<file path="config.mk">
export PLATFORM = sky130hd
export DESIGN_NAME = vrp_fifo
export DESIGN_NICKNAME = d
export VERILOG_FILES = /design/src/design/vrp_pkg.sv /design/src/design/vrp_fifo.sv
export SDC_FILE = /design/constraint.sdc
export NUM_CORES = 1
export LEC_CHECK = 0
export BUFFER_PORTS_ARGS = -buffer_cell sky130_fd_sc_hd__clkbuf_2
export CAP_MARGIN = 20
export CORE_MARGIN = 1
export CORE_UTILIZATION = 45
export DETAILED_ROUTE_END_ITERATION = 7
export HOLD_SLACK_MARGIN = 0.06
export PLACE_DENSITY = 0.62
export RECOVER_POWER = 25
export SLEW_MARGIN = 20
export SYNTH_ARGS = -nofsm -noshare
export SYNTH_HDL_FRONTEND = slang
export SYNTH_SLANG_ARGS = --single-unit
</file>
<file path="constraint.sdc">
create_clock -name aclk -period 3.26 [get_ports aclk]
set_clock_uncertainty 0.05 [all_clocks]
set_input_delay 0.489 -clock aclk [delete_from_list [all_inputs] [get_ports aclk]]
set_output_delay 0.489 -clock aclk [all_outputs]
set_load 0.005 [all_outputs]
</file>
<file path="src/design/vrp_pkg.sv">
// Shared types, constants and arithmetic helpers for the vertex transform.
`timescale 1ns / 1ps
package vrp_pkg;

    // Register indexes on the configuration port
    localparam int CFG_IDX_W = 3;
    localparam logic [CFG_IDX_W-1:0] CFG_COS_ANGLE    = 3'd0;
    localparam logic [CFG_IDX_W-1:0] CFG_SIN_ANGLE    = 3'd1;
    localparam logic [CFG_IDX_W-1:0] CFG_DEPTH_OFFSET = 3'd2;
    localparam logic [CFG_IDX_W-1:0] CFG_NEAR_LIMIT   = 3'd3;
    localparam logic [CFG_IDX_W-1:0] CFG_HALF_WIDTH   = 3'd4;
    localparam logic [CFG_IDX_W-1:0] CFG_HALF_HEIGHT  = 3'd5;

    localparam int TRIG_FRAC_BITS = 14;
    // Quotient bits produced by the divider; anything larger saturates
    localparam int QUOT_W = 17;
    // Numerator magnitude, divisor and remainder compare widths
    localparam int NUM_W  = 46;
    localparam int DEN_W  = 33;
    localparam int REM_W  = DEN_W + QUOT_W;

    typedef struct packed {
        logic signed [15:0] cos_angle;
        logic signed [15:0] sin_angle;
        logic signed [15:0] depth_offset;
        logic        [14:0] near_limit;
        logic        [11:0] half_width;
        logic        [11:0] half_height;
    } vrp_cfg_t;

    // Item handed from the front end to the divider back end
    typedef struct packed {
        logic               visible;
        logic signed [34:0] num_x;
        logic signed [34:0] num_y;
        logic signed [33:0] depth;
    } vrp_item_t;

    // One restoring step: {quotient bit, new remainder}
    function automatic logic [NUM_W:0] div_step(input logic [NUM_W-1:0] rem,
                                                input logic [DEN_W-1:0] den,
                                                input int sh);
        logic [REM_W-1:0] t;
        logic [REM_W-1:0] r;
        logic             ge;
        t  = REM_W'(den) << sh;
        r  = REM_W'(rem);
        ge = (r >= t);
        return ge ? {1'b1, NUM_W'(r - t)} : {1'b0, rem};
    endfunction

    // Apply sign and clamp to 16-bit signed
    function automatic logic [15:0] sat_pix(input logic neg, input logic ovf,
                                            input logic [QUOT_W-1:0] q);
        logic [QUOT_W-1:0] nq;
        nq = -q;
        if (neg) begin
            return (ovf || q > QUOT_W'(32768)) ? 16'h8000 : nq[15:0];
        end
        return (ovf || q > QUOT_W'(32767)) ? 16'h7FFF : q[15:0];
    endfunction

endpackage

</file>
<file path="src/design/vrp_fifo.sv">
// Short item queue between the front end and the back end.
`timescale 1ns / 1ps
module vrp_fifo
    import vrp_pkg::*;
#(
    parameter int DEPTH = 4
) (
    input  logic      aclk,
    input  logic      aresetn,
    input  logic      in_valid,
    output logic      in_ready,
    input  vrp_item_t in_item,
    output logic      out_valid,
    input  logic      out_ready,
    output vrp_item_t out_item
);

    localparam int PTR_W = $clog2(DEPTH);
    localparam int CNT_W = $clog2(DEPTH + 1);

    vrp_item_t        mem [DEPTH];
    logic [PTR_W-1:0] wr_ptr_reg, rd_ptr_reg;
    logic [CNT_W-1:0] count_reg;
    logic             push, pop;

    assign in_ready  = (count_reg != CNT_W'(DEPTH));
    assign out_valid = (count_reg != '0);
    assign push      = in_valid && in_ready;
    assign pop       = out_valid && out_ready;
    assign out_item  = mem[rd_ptr_reg];

    // Store pushed item
    always_ff @(posedge aclk) begin
        if (push) begin
            mem[wr_ptr_reg] <= in_item;
        end
    end

    // Move pointers and occupancy
    always_ff @(posedge aclk) begin
        if (!aresetn) begin
            wr_ptr_reg <= '0;
            rd_ptr_reg <= '0;
            count_reg  <= '0;
        end else begin
            if (push) begin
                wr_ptr_reg <= (wr_ptr_reg == PTR_W'(DEPTH - 1)) ? '0 : wr_ptr_reg + 1'b1;
            end
            if (pop) begin
                rd_ptr_reg <= (rd_ptr_reg == PTR_W'(DEPTH - 1)) ? '0 : rd_ptr_reg + 1'b1;
            end
            if (push && !pop) begin
                count_reg <= count_reg + 1'b1;
            end else if (pop && !push) begin
                count_reg <= count_reg - 1'b1;
            end
        end
    end

endmodule

</file>
* Word-level counts from Yosys, hierarchy flattened
Memory sizes are Yosys's and may differ from the RTL's. A register that Yosys moved wholly into a read port is not among the register bits. Index checks and enable logic that the tools add are counted.
Operators by class: add/subtract/negate cells 4, mux-type cells 8, reduce and logical (&&, ||, !) cells 8, equality and inequality tests 3
Operators by type and width (number):
- 2-bit 2-to-1 mux | 4
- 3-bit 2-to-1 mux | 2
- 2-bit by 1-bit adder with 2-bit output, second input constant | 2
- 2-bit == test, second input constant | 2
- 1-bit logical AND | 4
- 3-bit by 1-bit adder with 3-bit output, second input constant | 1
- 3-bit != test, second input constant | 1
- 3-bit nonzero test | 1
- 3-bit by 1-bit subtractor with 3-bit output, second input constant | 1
- 1-bit zero test | 2
- 1-bit 2-to-1 mux | 2
- 2-bit nonzero test | 1
Word-level totals: register bits after elaboration 7, memory bits (writable) 420, bits of input ports 109, output and inout port bits 107, memories kept 1
Memories:
- mem | depth 4, width 105, rd ports 1, clocked after memory_dff 1, write ports 1, line vrp_fifo.sv:21 | vrp_item_t mem [DEPTH];

* Logic depth before layout (Yosys ltp)
depth after elaboration 6, mapped depth 9, gate-level depth less buffers 8

* Least setup slack after synthesis
OpenSTA, ideal clock, no wires.
path kind reg2reg, start point reg count_reg[0], end point mem mem[0][0] in the netlist's numbering (enable), data arrival time 2.001 ns, data required time 2.793 ns, slack 0.792 ns, cell stages (with the launch flop) 4, cell sequence dfxtp_1 or3b_1 buf_6 and3_2
On the way: cells in the longest elaborated chain, start to end 4
Ends and longest elaborated chain:
- from (decl) | line vrp_fifo.sv:23 | logic [CNT_W-1:0] count_reg;
- from (signal assigned) | line vrp_fifo.sv:53 | count_reg <= count_reg + 1'b1;
- from (signal assigned) | line vrp_fifo.sv:55 | count_reg <= count_reg - 1'b1;
- 3-bit != test | line vrp_fifo.sv:26 | assign in_ready = (count_reg != CNT_W'(DEPTH));
- net in_ready | line vrp_fifo.sv:11 | output logic in_ready,
- 1-bit logical AND | line vrp_fifo.sv:28 | assign push = in_valid && in_ready;
- 1-bit 2-to-1 mux | line vrp_fifo.sv:34 | if (push) begin
- 1-bit 2-to-1 mux (not written as such) | line vrp_fifo.sv:35 | mem[wr_ptr_reg] <= in_item;
- to (decl) | line vrp_fifo.sv:21
The timed path passes the listed nets, and every way through them passes these cells.

==> impl_metrics.tcl <==
set metrics [dict create \
    run_status "finished, final reports clean" \
    postCtsSetupRepairBufs 0 \
    post_cts_resized 0 \
    setup_violations 0 \
    dr.pass1.iters 4 \
    critPathKind "flop to primary output" \
    cts_hold_buf 0 \
    postRouteAntennaNets 0 \
    start_util 0.4614 \
    via_count 7005 \
    min_period_ps 2826 \
    grt_pass1_vias 7997 \
    crit_path_max_incr_delay_ps 600 \
    syn_inst 600 \
    root_buffer "clkbuf_16" \
    synthSimpleGateAreaFrac 0.007527 \
    io_pins 216 \
    timing.rr.start "count_reg[0]$_SDFFE_PN0P_" \
    drtIter0Drc 407 \
    wl_per_cell_um 21.73 \
    area_growth_pct 18.54 \
    cts_buffer_depth 3 \
    hold_violations 0 \
    fin_nets 960 \
    port_buffers 215 \
    rsz0062_at_grt "false" \
    synth_nets 716 \
    synth_area_um2 15630 \
    grt_max_degree 106 \
    fillers 2635 \
    grt.total_usage 0.1675 \
    finalSetupTns_ps 0 \
    worstMarginPinSlew_ps 688.0 \
    seq_area_frac_synth 0.8186 \
    gp_congestion 0.7539 \
    slew_headroom 0.5413 \
    crit_required_ps 2720 \
    seqCellArea_um2 12800 \
    cts_sinks 429 \
    max-vdd-ir-drop_mv 0.5630 \
    synthXorXnorAreaFrac 0.001121 \
    synth-compound-area-share 0.002242 \
    overflow 0 \
    htree_num_levels 2 \
    ys_types 26 \
    layout_common_cells "edfxtp_1 (420), clkbuf_2 (150), mux4_2 (105)" \
    crit_path_start_kind "flop" \
    hpwl_um 16790 \
    cp_cell_sequence "buf_12 -> mux4_2 -> clkbuf_2" \
    core_um2 33870 \
    drive_above_1_share 0.3730 \
    fmax_mhz 353.9 \
    synthMuxAreaShare 0.1526 \
    synth-adder-area-share 0.006085 \
    arrival_ps 2290 \
    die_area_um2 35470 \
    vias_per_cell 5.291 \
    cts_inserted_buffers 44 \
    power_density_nw_per_um2 767.4 \
    rows 67 \
    crit_path_top_delay_cell "dfxtp_4" \
    largest_reg_flops 420 \
    hold_path_class "input pin to flop" \
    grt_first_pass_wirelength_um 45050 \
    clock_latency_ps 530 \
    drc_errors 0 \
    drv_slew 0 \
    synth-warning-count 0 \
    leakage_nw 6.033 \
    layout_commonest_cell "edfxtp_1" \
    synth_top_family_by_area "multiplexers" \
    avgSynthCellArea_um2 26.04 \
    die_h_um 188.3 \
    post-route-period-util 0.8668 \
    cap_violations 0 \
    multiInputGateArea_um2 2665 \
    die_w_um 188.3 \
    cts_tree "done" \
    ys_ff_latch 429 \
    cp-end-kind "primary output" \
    finalWirelength_um 28780 \
    timing.hold.ws_ps 141.8 \
    worstPathMaxFanout 45 \
    hp-start "in_item[24]" \
    path_clk_slew_ps 60 \
    antenna_found_initial 5 \
]
[worst max-delay path: cells and delay by family (launching register included)]
kind / cells / cell delay (ps)
buffers and inverters: 2 / 560
muxes: 1 / 560
DFF: 1 / 600
[per-layer routing]
metal,global-route usage,vias up,wire length (µm)
met5,0,-,41
met4,0.05242,6,640
met3,0.04861,55,2171
met2,0.2802,222,14410
met1,0.2119,3639,11510
li1,-,3083,-
[power breakdown]
part / switching (mW) / leakage [nW] / internal (mW) / total, mW
Combinational: 1.36 / 1.46 / 1.36 / 2.72
Clock: 1.87 / 0.650 / 2.74 / 4.61
Sequential: 0.194 / 3.92 / 6.69 / 6.88
Total: 3.42 / 6.03 / 10.8 / 14.2
[per-stage QoR]
| step | setup WS (ps) | instances | power [mW] | cell area [µm²] | util |
|---|---|---|---|---|---|
| CTS | 344.6 | 1322 | 14.45 | 18600 | 0.5492 |
| finish | 434.3 | 1324 | 14.21 | 18520 | 0.5469 |
| global route | 274.8 | 1324 | 14.86 | 18520 | 0.5469 |
| global placement | 938.4 | 1246 | 9.707 | 17270 | 0.5099 |
| floorplan | 791.7 | 600 | 8.659 | 15630 | - |
| detailed placement | 778.9 | 1246 | 9.805 | 17270 | 0.5099 |
[cells by family (layout without fill, tap and decap cells)]
| logic type | after synthesis | count (layout) |
|---|---|---|
| other | 0 | 2 |
| adders and majority gates | 7 | 7 |
| muxes | 107 | 107 |
| buffers and inverters | 29 | 303 |
| xor gates and xnor gates | 2 | 2 |
| and+or+nand+nor | 20 | 20 |
| AOI/OAI and AO/OA | 6 | 6 |
| DFF | 429 | 429 |
[final cells by class]
cell class                      count  area share
Sequential cell                   429      0.6910
Tap cell                          448     0.03026
Clock buffer                       53     0.06242
Inverter                            3   0.0006079
Multi-Input combinational cell    142      0.1439
Antenna cell                        2   0.0002702
Clock inverter                     23    0.009457
Timing Repair Buffer              224     0.06208
[final timing paths]
path                                end  slack (ps)  cells past startpoint
max                        out_item[11]         430                      3
min                mem[1][24]$_DFFE_PP_         140                      1
max reg2reg   count_reg[2]$_SDFFE_PN0P_         770                      7
min reg2reg  wr_ptr_reg[1]$_SDFFE_PN0P_         460                      2
[synthesized netlist by cell type]
cell / instances / area share
or3b_1: 1 / 0.00056
nand4_1: 1 / 0.00040
edfxtp_1: 420 / 0.81
fa_1: 1 / 0.0013
mux4_2: 105 / 0.15
buf_6: 8 / 0.0058
and2_4: 1 / 0.00056
nand3_1: 2 / 0.00064
and3_2: 4 / 0.0019
xor2_1: 1 / 0.00056
inv_1: 3 / 0.00072
o21ai_0: 3 / 0.00096
xnor2_1: 1 / 0.00056
a21boi_0: 1 / 0.00048
nor2_1: 2 / 0.00048
dfxtp_1: 9 / 0.012
and2_1: 1 / 0.00040
o21ai_1: 1 / 0.00032
or3_2: 2 / 0.00096
ha_1: 6 / 0.0048
nand2_1: 5 / 0.0012
mux2i_1: 2 / 0.0013
clkbuf_1: 6 / 0.0014
nor2b_1: 1 / 0.00040
o31ai_1: 1 / 0.00048
buf_2: 12 / 0.0038
Power figures use the tool's default switching activity.
