<file path="config.mk">
export PLATFORM = sky130hd
export DESIGN_NAME = vrp_front
export DESIGN_NICKNAME = d
export VERILOG_FILES = /design/src/design/vrp_pkg.sv /design/src/design/vrp_front.sv
export SDC_FILE = /design/constraint.sdc
export NUM_CORES = 2
export LEC_CHECK = 0
export ABC_AREA = 1
export ABC_CLOCK_PERIOD_IN_PS = 17000
export BUFFER_PORTS_ARGS = -buffer_cell sky130_fd_sc_hd__buf_4
export CAP_MARGIN = 20
export CORE_MARGIN = 5
export CORE_UTILIZATION = 70
export CTS_CLUSTER_DIAMETER = 60
export DETAILED_ROUTE_END_ITERATION = 16
export GPL_TIMING_DRIVEN = 0
export PLACE_DENSITY_LB_ADDON = 0.2
export SLEW_MARGIN = 0
export SYNTH_ARGS = -nofsm -noshare
export SYNTH_HDL_FRONTEND = slang
export SYNTH_SLANG_ARGS = --single-unit
</file>
<file path="constraint.sdc">
create_clock -name aclk -period 17 [get_ports aclk]
set_input_delay 2.55 -clock aclk [delete_from_list [all_inputs] [get_ports aclk]]
set_output_delay 2.55 -clock aclk [all_outputs]
set_load 0.02 [all_outputs]
</file>
<file path="src/design/vrp_pkg.sv">
// Shared types, constants and arithmetic helpers for the vertex transform.
`timescale 1ns / 1ps
package vrp_pkg;

    // Register indexes on the configuration port
    localparam int CFG_IDX_W = 3;
    localparam logic [CFG_IDX_W-1:0] CFG_COS_ANGLE    = 3'd0;
    localparam logic [CFG_IDX_W-1:0] CFG_SIN_ANGLE    = 3'd1;
    localparam logic [CFG_IDX_W-1:0] CFG_DEPTH_OFFSET = 3'd2;
    localparam logic [CFG_IDX_W-1:0] CFG_NEAR_LIMIT   = 3'd3;
    localparam logic [CFG_IDX_W-1:0] CFG_HALF_WIDTH   = 3'd4;
    localparam logic [CFG_IDX_W-1:0] CFG_HALF_HEIGHT  = 3'd5;

    localparam int TRIG_FRAC_BITS = 14;
    // Quotient bits produced by the divider; anything larger saturates
    localparam int QUOT_W = 17;
    // Numerator magnitude, divisor and remainder compare widths
    localparam int NUM_W  = 46;
    localparam int DEN_W  = 33;
    localparam int REM_W  = DEN_W + QUOT_W;

    typedef struct packed {
        logic signed [15:0] cos_angle;
        logic signed [15:0] sin_angle;
        logic signed [15:0] depth_offset;
        logic        [14:0] near_limit;
        logic        [11:0] half_width;
        logic        [11:0] half_height;
    } vrp_cfg_t;

    // Item handed from the front end to the divider back end
    typedef struct packed {
        logic               visible;
        logic signed [34:0] num_x;
        logic signed [34:0] num_y;
        logic signed [33:0] depth;
    } vrp_item_t;

    // One restoring step: {quotient bit, new remainder}
    function automatic logic [NUM_W:0] div_step(input logic [NUM_W-1:0] rem,
                                                input logic [DEN_W-1:0] den,
                                                input int sh);
        logic [REM_W-1:0] t;
        logic [REM_W-1:0] r;
        logic             ge;
        t  = REM_W'(den) << sh;
        r  = REM_W'(rem);
        ge = (r >= t);
        return ge ? {1'b1, NUM_W'(r - t)} : {1'b0, rem};
    endfunction

    // Apply sign and clamp to 16-bit signed
    function automatic logic [15:0] sat_pix(input logic neg, input logic ovf,
                                            input logic [QUOT_W-1:0] q);
        logic [QUOT_W-1:0] nq;
        nq = -q;
        if (neg) begin
            return (ovf || q > QUOT_W'(32768)) ? 16'h8000 : nq[15:0];
        end
        return (ovf || q > QUOT_W'(32767)) ? 16'h7FFF : q[15:0];
    endfunction

endpackage

</file>
<file path="src/design/vrp_front.sv">
// Front end: accept vertices, rotate, offset depth and classify visibility.
`timescale 1ns / 1ps
module vrp_front
    import vrp_pkg::*;
(
    input  logic               aclk,
    input  logic               aresetn,
    input  vrp_cfg_t           cfg,
    input  logic               s_valid,
    output logic               s_ready,
    input  logic signed [15:0] s_vertex_x,
    input  logic signed [15:0] s_vertex_y,
    input  logic signed [15:0] s_vertex_z,
    output logic               q_valid,
    input  logic               q_ready,
    output vrp_item_t          q_item
);

    logic               v1_reg, v2_reg;
    logic signed [31:0] xc_reg, zs_reg, xs_reg, zc_reg;
    logic signed [15:0] y_reg;
    vrp_item_t          item_reg;
    vrp_item_t          item_next;
    logic               adv;

    logic signed [32:0] rx, rz;
    logic signed [33:0] d, off_s, near_s;
    logic signed [29:0] ry;

    assign adv     = !v2_reg || q_ready;
    assign s_ready = adv;
    assign q_valid = v2_reg;
    assign q_item  = item_reg;

    // Sum the products, add depth offset, form both numerators
    always_comb begin
        rx     = 33'(xc_reg) - 33'(zs_reg);
        rz     = 33'(xs_reg) + 33'(zc_reg);
        off_s  = 34'(cfg.depth_offset) <<< TRIG_FRAC_BITS;
        near_s = $signed({5'b0, cfg.near_limit, 14'b0});
        d      = 34'(rz) + off_s;
        ry     = $signed({y_reg, 14'b0});
        item_next.visible = (d > near_s);
        item_next.depth   = d;
        item_next.num_x   = 35'(rx) + 35'(d);
        item_next.num_y   = 35'(d) - 35'(ry);
    end

    // Advance stage valids together
    always_ff @(posedge aclk) begin
        if (!aresetn) begin
            v1_reg <= 1'b0;
            v2_reg <= 1'b0;
        end else if (adv) begin
            v1_reg <= s_valid;
            v2_reg <= v1_reg;
        end
    end

    // Rotation products, then combined item
    always_ff @(posedge aclk) begin
        if (adv) begin
            xc_reg   <= s_vertex_x * cfg.cos_angle;
            zs_reg   <= s_vertex_z * cfg.sin_angle;
            xs_reg   <= s_vertex_x * cfg.sin_angle;
            zc_reg   <= s_vertex_z * cfg.cos_angle;
            y_reg    <= s_vertex_y;
            item_reg <= item_next;
        end
    end

endmodule

</file>
; Word-level counts from Yosys, hierarchy flattened
; Cells that the tools add are included.
[classes]
addsub = 5
n_mul = 4
n_lt_le_gt_ge = 1
reduce_logical = 2
[ops]
columns = cell, n
row1 = 16-bit by 16-bit multiplier with 32-bit output, 4
row2 = 33-bit by 34-bit adder with 35-bit output, 1
row3 = 34-bit by 30-bit subtractor with 35-bit output, 1
row4 = 33-bit by 30-bit adder with 34-bit output, 1
row5 = 34-bit by 30-bit greater-than comparator with 1-bit output, 1
row6 = 32-bit by 32-bit adder with 33-bit output, 1
row7 = 32-bit by 32-bit subtractor with 33-bit output, 1
row8 = 1-bit logical NOT, 1
row9 = 1-bit logical OR, 1
[totals]
register_bits = 251
input_bits = 139
out_inout_bits = 107
word_cells = 23

; Depth between registers and ports, before layout
[logic_depth]
word_depth = 3
ltp_mapped = 28
ltp_nobuf = 28

; Least setup slack after synthesis
; OpenSTA, ideal clock, no wires.
[synth_timing]
kind = input to output
startpoint = input port q_ready
endpoint = output port s_ready
t_arrival_ps = 7248
t_required_ps = 14450
path_slack_ps = 7202
stages = 2
path_cell_list = nor2_1 -> inv_1
[synth_via]
elab_chain_len = 1
[synth_lines]
columns = item, line
row1 = "start, declared", vrp_front.sv:15  ; input logic q_ready,
row2 = 1-bit logical OR, vrp_front.sv:30  ; assign adv = !v2_reg || q_ready;
row3 = "end, declared", vrp_front.sv:10  ; output logic s_ready,
; No other way between the ends.

; Final worst setup path
[layout_timing]
startpoint = input port cfg[70] (netlist name)
endpoint = register xs_reg[27] (data pin)
[layout_via]
elab_chain_len = 1
[layout_lines]
columns = item, line
row1 = "start, declared", vrp_front.sv:8  ; input vrp_cfg_t cfg,
row2 = 16-bit by 16-bit multiplier with 32-bit output, vrp_front.sv:65  ; xs_reg <= s_vertex_x * cfg.sin_angle;
row3 = "end signal, assigned", vrp_front.sv:65
row4 = "end, declared", vrp_front.sv:20  ; logic signed [31:0] xc_reg, zs_reg, xs_reg, zc_reg;
; No other way between the ends.
; A chain may end at the register's enable or synchronous reset.

==> tab_implementation.tex <==
\begin{tabular}{lr}
\hline
Metric & Value \\
\hline
\multicolumn{2}{l}{\textbf{Yosys}} \\
Number of distinct library cells after synthesis & just over 60 \\
Ys flop type & edfxtp\_1 \\
Post-synthesis sequential element count & 237 \\
Syn\_nets & a little over 8k \\
Avg Synthesized Cell Area & roughly 8.4 sq um \\
Number of enable flip-flop cells after synthesis & 235 \\
Sequential element share of the synthesized area & 0.128 \\
Share of flip-flops with an asynchronous set or reset & 0 \\
Count of mapped cells out of synthesis & 6,579 \\
Synth Warn \# & 0 \\
Synthesized cell area & 55,300 sq um \\
\multicolumn{2}{l}{\textbf{Critical path}} \\
Data arrival time of the critical path & between 10 and 15 ns \\
Req. time, crit path & approximately 17 ns \\
Largest stage delay, worst path & $\sim$0.97 ns \\
Max Fanout on Critical Path & 10 \\
Max stage delay cell, worst path & clkinv\_1 \\
Critical path, cell by cell & clkbuf\_1, clkinv\_1, clkbuf\_1, nor2\_1, fa\_1, fa\_1, fa\_1, fa\_1, fa\_1, inv\_1, fa\_1, inv\_1, ha\_1, a21oi\_1, o21ai\_0, a21oi\_1, nand3\_1, a21o\_1, nand2\_1, nand2\_1, xor2\_1 \\
CP endpoint & xs\_reg[27] \\
End of the worst register-to-register path & q\_item[103] \\
Worst Path Class, Setup & input port to flop \\
Worst-case register-to-register setup slack & between 10 and 15 ns \\
Cell depth of the worst flop-to-flop path & 17 \\
Reg2Reg Launch Point & xs\_reg[21] \\
Library cell appearing most often on the critical path & fa\_1 \\
Endpoint kind of the worst setup timing path & flop \\
Crit path launch & cfg[70] \\
Element type at the critical path start & input port \\
\multicolumn{2}{l}{\textbf{Floorplanning}} \\
Number of standard-cell rows in the floorplan & about 100 \\
Die outline area & 84,700 sq um \\
Number of primary I/O pins & around 250 \\
Floorplan Core Area & just under 80,000 sq um \\
Starting density of the core & 0.704 \\
Die Width & 291 microns \\
Y dimension of the die & approximately 290 microns \\
\multicolumn{2}{l}{\textbf{Drt}} \\
Average wire per standard cell & roughly 23 microns \\
Routed via count & roughly 45k \\
Initial drt markers & roughly 5k \\
Detailed-route vias per instance & roughly 5.7 \\
Length of the first detailed-routing pass in iterations & 6 \\
Routed wire length & 182 mm \\
Count of antenna-violating nets left after detailed routing & 0 \\
Number of DRC violations after detailed routing & 0 \\
\multicolumn{2}{l}{\textbf{Layout}} \\
Number of flip-flops under the largest register name & slightly above 90 \\
Fillcell total & $\sim$5.9k \\
Area Growth Syn to Fin & 7.18\% \\
Net count of the finished layout & $\sim$8.5k \\
Fraction of final layout cells with drive strength greater than 1 & 0.0534 \\
\multicolumn{2}{l}{\textbf{Timing}} \\
Final hold violation count & 0 \\
Count of pins over their slew limit & 0 \\
Crit path time final & around 11 ns \\
Setup-failing EPs final & 0 \\
Worst clock skew & between 0.01 and 0.015 ns \\
Least-Margin Pin Slew & 1.26 ns \\
Relative slew slack & 0.158 \\
Crit share post-route & 0.619 \\
Total Negative Setup Slacks & 0 ns \\
Achievable frequency & $\sim$0.095 GHz \\
Setup repair after global routing missed its margin & no \\
\multicolumn{2}{l}{\textbf{Clocking}} \\
Hold bufs inserted after CTS & 0 \\
Buffer count from post-CTS setup fixing & 0 \\
Sink Count & about 240 \\
Root buffer selected by CTS & clkbuf\_16 \\
Cts bufs inserted & 26 \\
Clock tree from TritonCTS & done \\
Clock-pin slew on the worst setup and hold paths & around 0.06 ns \\
Deepest clock path buffer count & 3 \\
Insertion delay to the later sink of the worst-skew pair & around 0.56 ns \\
H-tree Lvls & 1 \\
Post\_cts resized & 0 \\
\multicolumn{2}{l}{\textbf{Worst hold path}} \\
Hold Crit Start & v1\_reg \\
Type of the tightest min-delay check & flop to flop \\
\multicolumn{2}{l}{\textbf{Outcome}} \\
Status & complete, no violations \\
\multicolumn{2}{l}{\textbf{Global route}} \\
All-Layer GR Usage & 0.434 \\
Number of global-route vias before repair & roughly 48k \\
GRT Residual Overflow & 0 \\
Initial antenna violation count & 6 \\
First-pass GRT wire length & 275 mm \\
Maximum number of pins on one net before global-route repair & 122 \\
\multicolumn{2}{l}{\textbf{Placed design}} \\
Weighted congestion at the end of routability-driven global placement & about 1.1 \\
I/O Buffers & $\sim$220 \\
Estimated wirelength of the detail-placed design & 153 mm \\
\multicolumn{2}{l}{\textbf{Flow run}} \\
Maxcap violations & 0 \\
\hline
\end{tabular}
logic make-up (layout without fill, tap and decap cells):
logic type	Yosys count	in the layout	synth area share
AO/OA/AOI/OAI	434	434	0.0477
adder cells (fa/ha/maj)	1546	1546	0.499
buffers and inverters	2199	2474	0.150
other	0	5	0
XOR/XNOR	207	207	0.0329
flip-flops	237	237	0.128
AND/OR/NAND/NOR	1956	1956	0.142
how the worst min path moves through the flow:
| stage | cells past startpoint | to |
|---|---|---|
| 2_1_floorplan | 1 | q_valid |
| 3_3_place_gp | 1 | q_valid |
| 3_5_place_dp | 1 | q_valid |
| 4_1_cts | 2 | v1_reg |
| 5_1_grt | 2 | v1_reg |
| 6_report | 1 | q_valid |
stage by stage:
stage               std cells  utilization  setup slack [ns]  hold slack (ns)  cell area [sq um]
finish                   7909        0.754              6.47            0.499              59300
global route             7904        0.754              6.84            0.537              59300
CTS                      7895        0.752              7.22            0.508              59100
detailed placement       7851        0.742              6.66            0.493              58300
global placement         7848        0.741              5.19            0.463              58300
floorplan                6579            -              7.20            0.441              55300
critical path, delay by kind of cell:
| family | cells | cell delay (ns) |
|---|---|---|
| XOR/XNOR | 1 | 0.48 |
| buffers and inverters | 5 | 2.55 |
| adder cells (fa/ha/maj) | 7 | 3.26 |
| AO/OA/AOI/OAI | 4 | 1.19 |
| AND/OR/NAND/NOR | 4 | 0.78 |
metal layers:
metal,track usage,wire length (microns),part of all wire
met1,0.532,61400,0.34
met2,0.641,77300,0.42
met3,0.142,24500,0.13
met4,0.329,18900,0.10
met5,0,50,0.00027
cell type report:
class                   instances  area (sq um)  share of cell area
diodes                          5          12.5            0.000211
well taps                    1050          1310              0.0222
inverters                    1992          7480               0.126
flip-flops and latches        237          7100               0.120
repair buffers                231          1830              0.0308
clock inverters                15           129             0.00217
plain buffers                 207           831              0.0140
clock buffers                  29           683              0.0115
multi-input cells            4143         39900               0.673
placed cells by master (no fill, tap or decap), types with 9 or more instances in the layout:
cell type  count
a21o_1        33
clkbuf_1     192
a21oi_2       16
clkbuf_16     27
nand4_1       41
fa_1        1102
o21ai_0       78
nand2_2       15
nand2_1     1501
o21ai_1       23
nor3_1        20
inv_1       1979
xor2_1       121
o21bai_1      30
a21oi_1      174
a31oi_1       20
nor2_1       246
buf_4        233
edfxtp_1     235
a211oi_1      10
inv_2         10
nand3_1       85
ha_1         444
xnor2_1       85
nand3b_1       9
cell usage after synthesis (3+ instances only):
master       n  area share
a211oi_1    10      0.0014
a21boi_0     5     0.00068
a21boi_1     5     0.00068
a21boi_2     3     0.00061
a21o_1      33      0.0045
a21oi_1    174       0.016
a21oi_2     16      0.0025
a221oi_1     5     0.00079
a31oi_1     20      0.0023
buf_4       14      0.0019
clkbuf_1   190       0.013
edfxtp_1   235        0.13
fa_1      1102        0.40
ha_1       444        0.10
inv_1     1980        0.13
inv_2       10     0.00068
nand2_1   1501        0.10
nand2_2     15      0.0017
nand2_4      4     0.00081
nand3_1     85      0.0077
nand3_2      3     0.00054
nand3b_1     9      0.0012
nand4_1     41      0.0046
nor2_1     246       0.017
nor2_2       7     0.00079
nor2b_1      3     0.00034
nor3_1      20      0.0018
nor4_1       8     0.00090
o211ai_1     6     0.00081
o21a_1       7     0.00095
o21ai_0     78      0.0071
o21ai_1     23      0.0021
o21ai_2      5     0.00079
o21bai_1    30      0.0041
o21bai_2     3     0.00061
o221a_2      3     0.00061
xnor2_1     85       0.013
xor2_1     121       0.019
Power is left out: the tool's default activity adds up to more than one toggle a clock period on the data nets, which glitch-free logic cannot reach.
